[src/hw/rtl/trs_pkg.sv]
// Shared types and constants for the tracker row tempo sequencer.
// No dependencies; used by trs_step and tracker_row_tempo_sequencer_top.
`default_nettype none

package trs_pkg;

    localparam int ADDR_W = 3;
    localparam int DATA_W = 32;

    localparam logic [0:0] REG_LAST_ORDER = 1'b0;

    localparam logic [8:0] FRAME_ONE   = 9'h008;
    localparam logic [7:0] SPEED_LO    = 8'h08;
    localparam logic [7:0] SPEED_HI    = 8'hF8;
    localparam logic [7:0] SPEED_RESET = 8'h30;

    typedef enum logic [1:0] {
        ST_READY = 2'd0,
        ST_NEXT  = 2'd1,
        ST_JUMP  = 2'd2,
        ST_HALT  = 2'd3
    } status_t;

    typedef enum logic [1:0] {
        REQ_EFFECT = 2'd0,
        REQ_TICK   = 2'd1,
        REQ_LOAD   = 2'd2,
        REQ_SPEED  = 2'd3
    } req_t;

    typedef enum logic [2:0] {
        FX_GOTO  = 3'd0,
        FX_HALT  = 3'd1,
        FX_SKIP  = 3'd2,
        FX_TEMPO = 3'd3
    } effect_t;

    typedef struct packed {
        logic [8:0] frame_count;
        logic [7:0] speed;
        logic [7:0] row_pos;
        status_t    status_now;
        status_t    status_pending;
        logic [7:0] jump;
    } seq_state_t;

    typedef struct packed {
        status_t    play_status;
        logic [7:0] jump_target;
        logic       row_started;
        logic [7:0] current_row;
        logic [7:0] current_speed;
        logic       rejected;
    } seq_result_t;

endpackage

`default_nettype wire

[src/hw/rtl/trs_step.sv]
// Next-state and result logic for one sequencer beat.
// Depends on trs_pkg.
`default_nettype none

module trs_step (
    input  wire trs_pkg::seq_state_t  cur,
    input  wire logic [8:0]           row_total,
    input  wire logic [7:0]           last_order,
    input  wire logic [1:0]           req_type,
    input  wire logic [2:0]           effect_kind,
    input  wire logic [7:0]           effect_value,
    input  wire logic [8:0]           pattern_rows,
    input  wire logic [7:0]           new_speed,
    output trs_pkg::seq_state_t       nxt,
    output logic [8:0]                row_total_next,
    output trs_pkg::seq_result_t      res
);

    logic [8:0] fc_add;
    logic [8:0] speed_ext;
    logic [8:0] row_inc;
    logic       started;
    logic       rej;

    assign fc_add    = cur.frame_count + trs_pkg::FRAME_ONE;
    assign speed_ext = {1'b0, cur.speed};
    assign row_inc   = {1'b0, cur.row_pos} + 9'd1;

    always_comb
    begin
        nxt            = cur;
        row_total_next = row_total;
        started        = 1'b0;
        rej            = 1'b0;
        unique case (trs_pkg::req_t'(req_type))
            trs_pkg::REQ_EFFECT:
            begin
                if (cur.status_now == trs_pkg::ST_READY &&
                    cur.frame_count < trs_pkg::FRAME_ONE)
                begin
                    case (effect_kind)
                        trs_pkg::FX_GOTO:
                        begin
                            if (effect_value <= last_order)
                            begin
                                nxt.status_pending = trs_pkg::ST_JUMP;
                                nxt.jump           = effect_value;
                            end
                        end
                        trs_pkg::FX_HALT:
                        begin
                            nxt.status_now     = trs_pkg::ST_HALT;
                            nxt.status_pending = trs_pkg::ST_HALT;
                        end
                        trs_pkg::FX_SKIP:
                        begin
                            nxt.status_pending = trs_pkg::ST_NEXT;
                        end
                        trs_pkg::FX_TEMPO:
                        begin
                            if (effect_value >= trs_pkg::SPEED_LO &&
                                effect_value <= trs_pkg::SPEED_HI)
                            begin
                                nxt.speed = effect_value;
                            end
                        end
                        default:
                        begin
                        end
                    endcase
                end
            end
            trs_pkg::REQ_TICK:
            begin
                if (cur.status_now != trs_pkg::ST_READY)
                begin
                    rej = 1'b1;
                end
                else
                begin
                    started = (cur.frame_count < trs_pkg::FRAME_ONE);
                    if (fc_add >= speed_ext)
                    begin
                        nxt.frame_count = fc_add - speed_ext;
                        if (row_inc >= row_total || row_inc[8])
                        begin
                            nxt.status_now = (cur.status_pending == trs_pkg::ST_READY) ?
                                             trs_pkg::ST_NEXT : cur.status_pending;
                        end
                        else
                        begin
                            nxt.row_pos    = row_inc[7:0];
                            nxt.status_now = cur.status_pending;
                        end
                        nxt.status_pending = trs_pkg::ST_READY;
                    end
                    else
                    begin
                        nxt.frame_count = fc_add;
                    end
                end
            end
            trs_pkg::REQ_LOAD:
            begin
                nxt.row_pos    = 8'd0;
                row_total_next = pattern_rows;
                nxt.status_now = trs_pkg::ST_READY;
            end
            trs_pkg::REQ_SPEED:
            begin
                if (new_speed < trs_pkg::SPEED_LO || new_speed > trs_pkg::SPEED_HI)
                    rej = 1'b1;
                else
                    nxt.speed = new_speed;
            end
            default:
            begin
            end
        endcase
    end

    always_comb
    begin
        res.play_status   = nxt.status_now;
        res.jump_target   = nxt.jump;
        res.row_started   = started;
        res.current_row   = nxt.row_pos;
        res.current_speed = nxt.speed;
        res.rejected      = rej;
    end

endmodule

`default_nettype wire

[src/hw/rtl/tracker_row_tempo_sequencer_top.sv]
// Throughput: one beat per cycle while in_ready is high; state updates at acceptance.
// Results go to a two-entry output buffer (output register plus skid); a result is parked
// in the skid only when the output is stalled, so in_ready drops only when both are full.
// Reset: rst_n asynchronous, active low; counter, row and jump clear, speed 0x30,
// status ready, last_order 0. Row total holds no value until a pattern load.
`default_nettype none

module tracker_row_tempo_sequencer_top (
    input  wire logic                         clk,
    input  wire logic                         rst_n,
    input  wire logic                         psel,
    input  wire logic                         penable,
    input  wire logic                         pwrite,
    input  wire logic [trs_pkg::ADDR_W-1:0]   paddr,
    input  wire logic [trs_pkg::DATA_W-1:0]   pwdata,
    output logic [trs_pkg::DATA_W-1:0]        prdata,
    output logic                              pready,
    input  wire logic                         in_valid,
    output logic                              in_ready,
    input  wire logic [1:0]                   req_type,
    input  wire logic [2:0]                   effect_kind,
    input  wire logic [7:0]                   effect_value,
    input  wire logic [8:0]                   pattern_rows,
    input  wire logic [7:0]                   new_speed,
    output logic                              out_valid,
    input  wire logic                         out_ready,
    output logic [1:0]                        play_status,
    output logic [7:0]                        jump_target,
    output logic                              row_started,
    output logic [7:0]                        current_row,
    output logic [7:0]                        current_speed,
    output logic                              rejected
);

    trs_pkg::seq_state_t  state_reg;
    trs_pkg::seq_state_t  state_next;
    logic [8:0]           row_total_reg;
    logic [8:0]           row_total_next;
    logic [7:0]           last_order_reg;
    trs_pkg::seq_result_t step_res;
    trs_pkg::seq_result_t out_reg;
    trs_pkg::seq_result_t skid_reg;
    logic                 out_valid_reg;
    logic                 skid_valid_reg;
    logic                 in_fire;
    logic                 out_fire;
    logic                 cfg_wr;
    logic                 cfg_hit;

    assign pready   = 1'b1;
    assign cfg_hit  = (paddr[2] == trs_pkg::REG_LAST_ORDER);
    assign cfg_wr   = psel && penable && pwrite && pready && cfg_hit;
    assign prdata   = cfg_hit ? {{(trs_pkg::DATA_W-8){1'b0}}, last_order_reg}
                              : '0;

    assign in_ready  = !skid_valid_reg;
    assign in_fire   = in_valid && in_ready;
    assign out_valid = out_valid_reg;
    assign out_fire  = out_valid_reg && out_ready;

    trs_step u_step (
        .cur            (state_reg),
        .row_total      (row_total_reg),
        .last_order     (last_order_reg),
        .req_type       (req_type),
        .effect_kind    (effect_kind),
        .effect_value   (effect_value),
        .pattern_rows   (pattern_rows),
        .new_speed      (new_speed),
        .nxt            (state_next),
        .row_total_next (row_total_next),
        .res            (step_res)
    );

    always_ff @(posedge clk or negedge rst_n)
    begin
        if (!rst_n)
        begin
            last_order_reg <= 8'd0;
        end
        else if (cfg_wr)
        begin
            last_order_reg <= pwdata[7:0];
        end
    end

    always_ff @(posedge clk or negedge rst_n)
    begin
        if (!rst_n)
        begin
            state_reg.frame_count    <= 9'd0;
            state_reg.speed          <= trs_pkg::SPEED_RESET;
            state_reg.row_pos        <= 8'd0;
            state_reg.status_now     <= trs_pkg::ST_READY;
            state_reg.status_pending <= trs_pkg::ST_READY;
            state_reg.jump           <= 8'd0;
        end
        else if (in_fire)
        begin
            state_reg <= state_next;
        end
    end

    always_ff @(posedge clk)
    begin
        if (in_fire)
            row_total_reg <= row_total_next;
    end

    always_ff @(posedge clk or negedge rst_n)
    begin
        if (!rst_n)
        begin
            out_valid_reg  <= 1'b0;
            skid_valid_reg <= 1'b0;
        end
        else if (skid_valid_reg)
        begin
            if (out_fire)
                skid_valid_reg <= 1'b0;
        end
        else if (in_fire)
        begin
            if (out_valid_reg && !out_ready)
                skid_valid_reg <= 1'b1;
            else
                out_valid_reg <= 1'b1;
        end
        else if (out_fire)
        begin
            out_valid_reg <= 1'b0;
        end
    end

    always_ff @(posedge clk)
    begin
        if (skid_valid_reg)
        begin
            if (out_fire)
                out_reg <= skid_reg;
        end
        else if (in_fire)
        begin
            if (out_valid_reg && !out_ready)
                skid_reg <= step_res;
            else
                out_reg <= step_res;
        end
    end

    assign play_status   = out_reg.play_status;
    assign jump_target   = out_reg.jump_target;
    assign row_started   = out_reg.row_started;
    assign current_row   = out_reg.current_row;
    assign current_speed = out_reg.current_speed;
    assign rejected      = out_reg.rejected;

`ifndef SYNTHESIS
    a_skid_needs_out: assert property (@(posedge clk) disable iff (!rst_n)
        skid_valid_reg |-> out_valid_reg)
        else $error("skid entry held without output entry");

    a_stall_to_skid: assert property (@(posedge clk) disable iff (!rst_n)
        (in_fire && out_valid_reg && !out_ready) |=> skid_valid_reg)
        else $error("beat accepted under stall not parked in skid");

    a_speed_range: assert property (@(posedge clk) disable iff (!rst_n)
        (state_reg.speed >= trs_pkg::SPEED_LO && state_reg.speed <= trs_pkg::SPEED_HI))
        else $error("speed left legal range");

    a_halt_sticky: assert property (@(posedge clk) disable iff (!rst_n)
        (state_reg.status_now == trs_pkg::ST_HALT &&
         !(in_fire && req_type == trs_pkg::REQ_LOAD))
        |=> state_reg.status_now == trs_pkg::ST_HALT)
        else $error("halt cleared without pattern load");
`endif

endmodule

`default_nettype wire

[config.mk]
export PLATFORM = sky130hd
export DESIGN_NAME = tracker_row_tempo_sequencer_top
export DESIGN_NICKNAME = d
export VERILOG_FILES = /design/src/hw/rtl/trs_pkg.sv /design/src/hw/rtl/trs_step.sv /design/src/hw/rtl/tracker_row_tempo_sequencer_top.sv
export SDC_FILE = /design/constraint.sdc
export NUM_CORES = 1
export LEC_CHECK = 0
export ABC_AREA = 1
export BUFFER_PORTS_ARGS = -buffer_cell sky130_fd_sc_hd__buf_2
export CAP_MARGIN = 20
export CORE_ASPECT_RATIO = 1.5
export CORE_MARGIN = 5
export CORE_UTILIZATION = 50
export CTS_BUF_LIST = sky130_fd_sc_hd__clkbuf_16
export DETAILED_ROUTE_END_ITERATION = 10
export PLACE_DENSITY_LB_ADDON = 0.08
export SLEW_MARGIN = 10
export SYNTH_ARGS = -nofsm -noshare
export SYNTH_HDL_FRONTEND = slang
export SYNTH_SLANG_ARGS = --single-unit
[constraint.sdc]
create_clock -name clk -period 2.7 [get_ports clk]
set_input_delay 0.135 -clock clk [delete_from_list [all_inputs] [get_ports clk]]
set_output_delay 0.135 -clock clk [all_outputs]
set_load 0.005 [all_outputs]
# Word level (Yosys, flattened, before mapping)
# Index checks and enable logic that the tools add are counted.
dict set report totals {
  register_bits 112
  input_bits 72
  out_inout_bits 63
  word_cells 113
}
dict set report op_classes {
  addsub 3
  n_lt_le_gt_ge 8
  eq_ne 14
  n_mux 37
  bitwise_logic 3
  reduce_logical 26
}
# operator n
set op_table {}
lappend op_table {{two-way mux 28 bit} 4}
lappend op_table {{two-way mux 8 bit} 8}
lappend op_table {{two-way mux 12 bit} 3}
lappend op_table {{one-hot mux 8 bit (2 select lines)} 2}
lappend op_table {{one-hot mux 2 bit (3 select lines)} 2}
lappend op_table {{AND reduction 3 bit} 4}
lappend op_table {{two-way mux 1 bit} 11}
lappend op_table {{two-way mux 10 bit} 1}
lappend op_table {{adder 8 x 1 -> 9 bit (second input constant)} 1}
lappend op_table {{adder 9 x 4 -> 9 bit (second input constant)} 1}
lappend op_table {{>= comparator 9 x 8 -> 1 bit} 1}
lappend op_table {{>= comparator 9 bit} 1}
lappend op_table {{less-than comparator 9 x 4 -> 1 bit (second input constant)} 1}
lappend op_table {{two-way mux 9 bit} 1}
lappend op_table {{subtractor 9 x 8 -> 9 bit} 1}
lappend op_table {{>= comparator 8 x 4 -> 1 bit (second input constant)} 1}
lappend op_table {{> comparator 8 bit (second input constant)} 1}
lappend op_table {{less-or-equal comparator 8 bit} 1}
lappend op_table {{less-or-equal comparator 8 bit (second input constant)} 1}
lappend op_table {{logical AND 1 bit} 8}
lappend op_table {{less-than comparator 8 x 4 -> 1 bit (second input constant)} 1}
lappend op_table {{nonzero test 2 bit} 4}
lappend op_table {{AND reduction 7 bit} 1}
lappend op_table {{equality test 3 x 2 -> 1 bit (second input constant)} 2}
lappend op_table {{other kinds (16)} 29}

# Longest topological paths before layout
# Gate-level depths: netlist (run 1).
dict set report depth {
  ltp_word 10
  mapped_depth 21
}

# Cells and area by module
# Synthesis (run 1) repeated with hierarchy kept, for this count alone.
dict set report hier_totals {
  cells_unflattened 872
  area_unflattened_um2 7005.5
}
# module n_inst cells_each area_each_um2 seq_area_each_um2
set modules_own_cells {}
lappend modules_own_cells {tracker_row_tempo_sequencer_top 1 407 4376.7 3130.5}
lappend modules_own_cells {trs_step 1 465 2628.8 0.0}

# Worst setup path after synthesis (run 1)
# Ideal clock, no wire load.
dict set report synth_path {
  path_type {reg-to-reg}
  startpoint {register skid_valid_reg}
  endpoint {register out_reg (netlist bit current_row[0]), enable pin}
  t_arrival_ns 2.555
  t_required_ns 2.278
  path_slack_ns -0.278
  stages_incl_launch_ff 8
  period_less_slack_ns 2.978
  path_cell_list {dfrtp_1 -> inv_1 -> nand2_1 -> clkbuf_1 -> inv_1 -> clkbuf_1 -> a21oi_1 -> a21oi_1}
}
dict set report synth_via {
  elab_chain_cells 4
}
# element line
set synth_lines {}
lappend synth_lines {{start: declaration} tracker_row_tempo_sequencer_top.sv:44} ;# logic skid_valid_reg;
lappend synth_lines {{start signal: assignment} tracker_row_tempo_sequencer_top.sv:115} ;# skid_valid_reg <= 1'b0;
lappend synth_lines {{start signal: assignment} tracker_row_tempo_sequencer_top.sv:120} ;# skid_valid_reg <= 1'b0;
lappend synth_lines {{start signal: assignment} tracker_row_tempo_sequencer_top.sv:125} ;# skid_valid_reg <= 1'b1;
lappend synth_lines {{logical NOT 1 bit} tracker_row_tempo_sequencer_top.sv:56} ;# assign in_ready = !skid_valid_reg;
lappend synth_lines {{logical AND 1 bit} tracker_row_tempo_sequencer_top.sv:57} ;# assign in_fire = in_valid && in_ready;
lappend synth_lines {{nonzero test 2 bit (no line)} -}
lappend synth_lines {{AND reduction 3 bit (no line) (*)} -}
lappend synth_lines {{end signal: assignment} tracker_row_tempo_sequencer_top.sv:140} ;# out_reg <= skid_reg;
lappend synth_lines {{end signal: assignment} tracker_row_tempo_sequencer_top.sv:147} ;# out_reg <= step_res;
lappend synth_lines {{end: declaration} tracker_row_tempo_sequencer_top.sv:41} ;# trs_pkg::seq_result_t out_reg;
# Mark *: on every way between the ends. The rest lies on a longest branch, timed or not.
# A chain may end at the register's enable or synchronous reset.

==> results.toml, run 1 <==
[status]
status = "complete, no violations"

[power]
p_seq_share_pct = 52.2
intPower_mw = 2.61
p_per_area_nw_per_um2 = 438
swShare_pct = 25.7
p_clk_share_pct = 38.5
vdd_drop_max_v = 0.000318
pwr-share-comb_pct = 9.3
leakage_nw = 3.97
p_switching_uw = 902

[global_route]
grt_max_degree = 38
grt_antenna_before_repair = 0
grt.met2_usage_pct = 36.0
grt_pass1_wl_microns = 25600
use_met1_pct = 23.3
grt_pass1_vias = 5479
grtUsageMet3_pct = 3.16
grt-ovfl-total = 0
top_usage_layer = "met2"
grt.total_usage_pct = 19.9

[layout]
drive_above_1_share_pct = 24.4
nNetsFinal = 1024
final_area_sq_um = 8020
fill_cells = 1139
areaGrowthSynthToFinish_pct = 20.5
largest_reg_flops = 37
area.sequential_sq_um = 3130
antenna_cells = 0
final_cells = 1083
multiInputGateArea_sq_um = 3110

[timing]
drv_slew = 0
skew_ps = 8.95
rsz0062_at_grt = "true"
tightest_slew_ps = 722
slew_headroom_pct = 51.7
fmax_ghz = 0.377
period_needed_ps = 2650
setup_violations = 0
period_share_pct = 98.3
hold_viol = 0

[worst_setup_path]
cp_cell_sequence = "ha_2 > nand2_2 > inv_2 > nand4_1 > xor2_1 > inv_1 > ha_4 > a21oi_2 > o21ai_1 > nor2_1 > nand2_2 > nor2_4 > buf_12 > buf_6 > nand4_4 > nand2_2 > nor2_4 > nand2_1 > nand2_1"
setup.worst_path.end_class = "flop"
arrival_ps = 2780
cpMostUsedCell = "nand2_2"
crit_required_ps = 2820
worst-path-max-fanout = 7
start_kind = "flop"
criticalPathCategory = "flop to flop"
crit_slowest_cell = "dfrtp_1"
critPathMaxStageDelay_ps = 360

[floorplan]
dieArea_sq_um = 15800
rows = 51
design.portCount = 135
start_util_pct = 51.1
core_sq_um = 13000
chipWidth_microns = 104
die_h_microns = 151

[placed_design]
io_buffer_count = 83
dp_hpwl_microns = 11800
place_inst = 1041
gp_congestion = 0.903
dpl_cell_area_sq_um = 7250

[yosys]
syn_inst = 801
synth-compound-area-share_pct = 11.5
synth-simple-area-share_pct = 22.7
netlist_area_sq_um = 6650
synth.mux.area_fraction_pct = 0
async_flop_share_pct = 42.0
synth-main-ff-cell = "edfxtp_1"
ys_types = 44
synth_edf_count = 65
synth_xor_area_share_pct = 1.58
synth_top_family_by_area = "simple AND/OR/NAND/NOR gates"
synth_seq_area_share_pct = 47.1
ys_ff_latch = 112
synthAdderAreaFrac_pct = 6.32
avgSynthCellArea_sq_um = 8.30
synth_warnings = 0

[clock_tree]
cts_tree = "yes"
clock_latency_ps = 360
cts.root.buffer_cell = "clkbuf_16"
cts_buffer_depth = 2
numClockSinks = 112
path_clk_slew_ps = 80
cts_buffers = 9
htreeDepth = 3

[route]
routed_wl_microns = 15800
drc_errors = 0
vias = 5562
route.detailed.vias_per_inst = 5.14
drtAntennaViolNets = 0
dr.pass1.iters = 4
drt_iter0_drc = 344
wl_per_cell_microns = 14.6

[job]
cap_violations = 0

[hold_path]
holdCritPathClass = "input pin to flop"
[power groups by stage]
stage                     logic (mW)  registers (mW)  clock network (mW)
after global routing           0.378            1.83                1.45
after global placement         0.299            1.87                   0
after detailed placement       0.309            1.87                   0
after CTS                      0.321            1.83                1.40
after floorplan                0.208            1.87                   0
final                          0.326            1.83                1.35
[placed cells by master (no fill, tap or decap), types with 9 or more instances in the layout]
| master | synthesis | routed |
|---|---|---|
| dlygate4sd3_1 | 0 | 10 |
| inv_1 | 94 | 93 |
| ha_1 | 32 | 28 |
| nand4_1 | 11 | 11 |
| nand2_2 | 7 | 16 |
| o21ai_2 | 11 | 12 |
| buf_2 | 3 | 83 |
| a21oi_1 | 40 | 38 |
| edfxtp_1 | 65 | 65 |
| o21ai_0 | 12 | 10 |
| inv_2 | 16 | 17 |
| dfrtp_1 | 45 | 45 |
| nand2_1 | 224 | 211 |
| nor2_1 | 57 | 51 |
| conb_1 | 2 | 25 |
| a21boi_1 | 9 | 9 |
| o21ai_1 | 32 | 32 |
| clkbuf_16 | 0 | 9 |
| buf_4 | 26 | 34 |
| nand3_1 | 46 | 40 |
[path summary, 6_finish.rpt]
kind / start / endpoint / slack [ps] / cells past startpoint
worst max register to register: state_reg[13]$_DFFE_PN0P_ / current_row[2]$_DFFE_PP_ / 50 / 19
min in group asynchronous: rst_n / state_reg[7]$_DFFE_PN0P_ / 260 / 2
worst max-delay path: state_reg[13]$_DFFE_PN0P_ / current_row[2]$_DFFE_PP_ / 50 / 19
worst min register to register: state_reg[24]$_DFFE_PN1P_ / state_reg[24]$_DFFE_PN1P_ / 470 / 2
worst min-delay path: pwdata[1] / last_order_reg[1]$_DFFE_PN0P_ / 20 / 3
max in group asynchronous: rst_n / state_reg[25]$_DFFE_PN1P_ / 1720 / 3
[routing by layer]
metal	up-vias	part of all wire, %
li1	2797	-
met1	2576	41
met4	0	2.8
met5	-	0
met3	35	5.1
met2	154	52
[worst max-delay path: cells and delay by family (launching register included)]
| family | cells | cell delay (ps) |
|---|---|---|
| and+or+nand+nor | 10 | 810 |
| DFF | 1 | 360 |
| xor gates and xnor gates | 1 | 210 |
| buffers and inverters | 4 | 410 |
| AOI/OAI and AO/OA | 2 | 170 |
| adders and majority gates | 2 | 440 |
[cell usage after synthesis (2+ instances only)]
cell	number	area [sq um]
nand3_1	46	230
buf_6	2	22.5
o211ai_1	4	30.0
nand2_1	224	841
edfxtp_1	65	1950
nor2_4	3	33.8
dfstp_2	2	52.6
dfrtp_1	45	1130
ha_1	32	400
o211ai_2	5	62.6
buf_4	26	195
buf_2	3	15.0
buf_1	2	7.51
a21oi_1	40	200
inv_1	94	353
nor3_1	7	35.0
o21ai_1	32	160
clkbuf_1	15	56.3
xnor2_1	3	26.3
o21ai_2	11	96.3
a21boi_1	9	67.6
o22ai_1	2	12.5
inv_2	16	60.1
conb_1	2	7.51
o21ai_0	12	60.1
nand2_2	7	43.8
nand4_1	11	68.8
nor2_1	57	214
xor2_1	9	78.8
[logic make-up after synthesis]
logic type / count (synthesis)
simple gates: 360
flops: 112
xor+xnor: 12
other cells: 2
fa+ha+maj: 33
buf+inv: 158
compound gates: 124
[cell type report]
| type | instances | area share [%] |
|---|---|---|
| well taps | 159 | 2.48 |
| multi-input cells | 554 | 38.8 |
| clock buffers | 9 | 2.81 |
| clock inverters | 7 | 1.08 |
| flip-flops and latches | 112 | 39.1 |
| inverters | 110 | 5.15 |
| repair buffers | 132 | 10.6 |
[metrics by stage]
step	power (mW)	hold slack (ps)	util, %	TNS, ps	worst slack, ps
after detailed placement	2.18	133	55.7	-188	-66.9
after global routing	3.66	24.0	61.6	-2130	-169
after global placement	2.17	136	55.7	-12.8	-12.8
after floorplan	2.07	-161	-	0	141
final	3.51	22.8	61.6	0	45.1
after CTS	3.55	15.6	59.7	0	11.6
[repair_timing]
| item | in CTS | in global routing |
|---|---|---|
| hold buffers | 10 | 0 |
| resized for setup | 12 | 36 |
| setup buffers | 7 | 9 |
| hold endpoints to repair | 25 | 0 |
| endpoints found under the setup margin | 9 | 34 |
| pin swaps | 8 | 18 |
Power figures use the tool's default switching activity.
==> inputs of run 2 (changes only) <==
Settings changed: CORE_MARGIN 5 to 1.5, PLACE_DENSITY from default to 0.82, PLACE_DENSITY_LB_ADDON 0.08 to default.
==> run 2 against run 1 <==
The flow now finishes with violations (setup timing). Clock skew rose by 2.9 ps. Wire length fell by 4.0%. Non-clock buffer count fell by 5. Critical path depth did not move. Sequential power barely moved. Sequential share of layout area rose by 0.36 points. Worst hold slack improved by 6.1 ps. Clock power barely moved. Flip-flop and latch count did not move. Register-to-register slack got worse by 160 ps. Via count rose by 3.2%. Combinational power barely moved. Largest power group unchanged. Highest routed layer unchanged.
==> results.toml, run 2 (synthesized netlist as in run 1, its figures left out) <==
[worst_setup_path]
critPathMaxStageDelay_ps = 400
crit_required_ps = 2790
arrival_ps = 2910
cp_cell_sequence = "ha_2 > nand2_1 > inv_2 > nand2_2 > xor2_2 > inv_2 > ha_4 > nand2_1 > nand2_1 > nor2_1 > nand3_1 > nand2_1 > nand2_2 > nor2_4 > buf_12 > buf_6 > nand4_1 > nand2_1 > nor2_1"
startpoint = "state_reg[12]$_DFFE_PN0P_"
criticalPathCategory = "flop to flop"
cpMostUsedCell = "nand2_1"
crit_slowest_cell = "dfrtp_1"
r2r_start = "state_reg[12]$_DFFE_PN0P_"
setup.worst_path.end_class = "flop"
start_kind = "flop"
worst-path-max-fanout = 7

[route]
wl_per_cell_microns = 14.1
dr.pass1.iters = 6
vias = 5740
route.detailed.vias_per_inst = 5.32
drtAntennaViolNets = 0
drt_iter0_drc = 554
routed_wl_microns = 15200
drc_errors = 0

[floorplan]
start_util_pct = 51.3
rows = 51
dieArea_sq_um = 14000
chipWidth_microns = 97.2
core_sq_um = 13000
design.portCount = 135
die_h_microns = 144

[hold_path]
holdCritPathClass = "input pin to flop"
worstHoldStart = "pwdata[0]"

[layout]
antenna_cells = 0
nNetsFinal = 1020
fill_cells = 1056
drive_above_1_share_pct = 24.0
largest_reg_flops = 37
final_cells = 1079
areaGrowthSynthToFinish_pct = 19.4
layout_common_cells = "213 x nand2_1, 91 x inv_1, 83 x buf_2"
final_area_sq_um = 7940
layout_commonest_cell = "nand2_1"

[power]
swShare_pct = 25.3
p_clk_share_pct = 37.9
pwr-share-comb_pct = 9.4
leakage_nw = 3.95
p_switching_uw = 878
vdd_drop_max_v = 0.000300
intPower_mw = 2.59
p_per_area_nw_per_um2 = 437
p_seq_share_pct = 52.7

[timing]
finalWorstSetupSlack_ps = -119
slew_headroom_pct = 51.6
skew_ps = 11.9
setup_violations = 3
period_needed_ps = 2820
fmax_ghz = 0.355
rsz0062_at_grt = "true"
period_share_pct = 104
hold_viol = 0
drv_slew = 0
tightest_slew_ps = 723

[status]
violations = "setup timing"
status = "finished, violations left"

[clock_tree]
clock_latency_ps = 350
cts_buffer_depth = 2
htreeDepth = 3
numClockSinks = 112
path_clk_slew_ps = 80
cts_tree = "yes"
cts_buffers = 9
cts.root.buffer_cell = "clkbuf_16"

[global_route]
grt_pass1_vias = 4945
grt_antenna_before_repair = 0
grt_max_degree = 33
grt.total_usage_pct = 20.0
grt_pass1_wl_microns = 22700
grt-ovfl-total = 0

[placed_design]
place_inst = 1035
dpl_cell_area_sq_um = 7200
io_buffer_count = 83
gp_congestion = 0.951
dp_hpwl_microns = 10500

[job]
cap_violations = 0
==> run 2: cell count changes in the layout (fill, tap and decap cells not counted), sizes merged <==
cell and delta:
buf -5, clkinv -1, inv +1, nand2 +1
==> run 2: path summary, 6_finish.rpt <==
kind	endpoint	slack (ps)	cells after the start
max	skid_reg[9]$_DFFE_PP_	-120	19
min	last_order_reg[0]$_DFFE_PN0P_	30	3
max reg2reg	skid_reg[9]$_DFFE_PP_	-120	19
min reg2reg	state_reg[24]$_DFFE_PN1P_	470	2
max in group asynchronous	state_reg[9]$_DFFE_PN0P_	1590	3
min in group asynchronous	state_reg[18]$_DFFE_PN0P_	320	2
==> run 2: metrics by stage <==
step           total power [mW]  worst slack, ps  setup TNS [ps]  util [%]  hold WS [ps]
6_report                   3.47             -119            -236      61.3          28.9
5_1_grt                    3.60             -224           -2750      61.3          42.3
4_1_cts                    3.49             17.1               0      59.1          23.3
3_5_place_dp               2.17            -41.7           -41.7      55.6           174
3_3_place_gp               2.17             46.7               0      55.6           174
2_1_floorplan              2.07              141               0         -          -161
==> run 2: power groups by stage <==
stage	Sequential, mW	Combinational, mW	Clock (mW)
finish	1.83	0.327	1.32
global route	1.83	0.366	1.40
CTS	1.83	0.319	1.34
detailed placement	1.87	0.307	0
global placement	1.87	0.299	0
floorplan	1.87	0.208	0
==> run 2: final cells by class <==
cell class	instances	area, sq um	area share [%]
Tap cell	159	199	2.50
Clock inverter	7	72.6	0.914
Clock buffer	9	225	2.84
Inverter	110	413	5.20
Multi-Input combinational cell	555	3100	39.0
Sequential cell	112	3130	39.4
Timing Repair Buffer	127	803	10.1
==> run 2: critical path, delay by kind of cell, from the launching register on <==
family,cells,cell delay (ps)
xor+xnor,1,220
fa+ha+maj,2,420
buf+inv,4,360
flops,1,400
simple gates,12,1150
==> run 2: timing repair <==
item,4_1_cts,5_1_grt
setup endpoints to repair,5,34
buffers inserted,2,15
gates resized for setup,9,37
hold endpoints to repair,30,0
cloned,0,1
hold buffers,10,0
pin swaps,8,13
==> run 2: metal layers <==
layer / share of wire (%) / global-route usage (%)
met1: 40 / 25.4
met2: 50 / 34.2
met3: 6.0 / 2.90
met4: 3.9 / 8.77
met5: 0 / 0
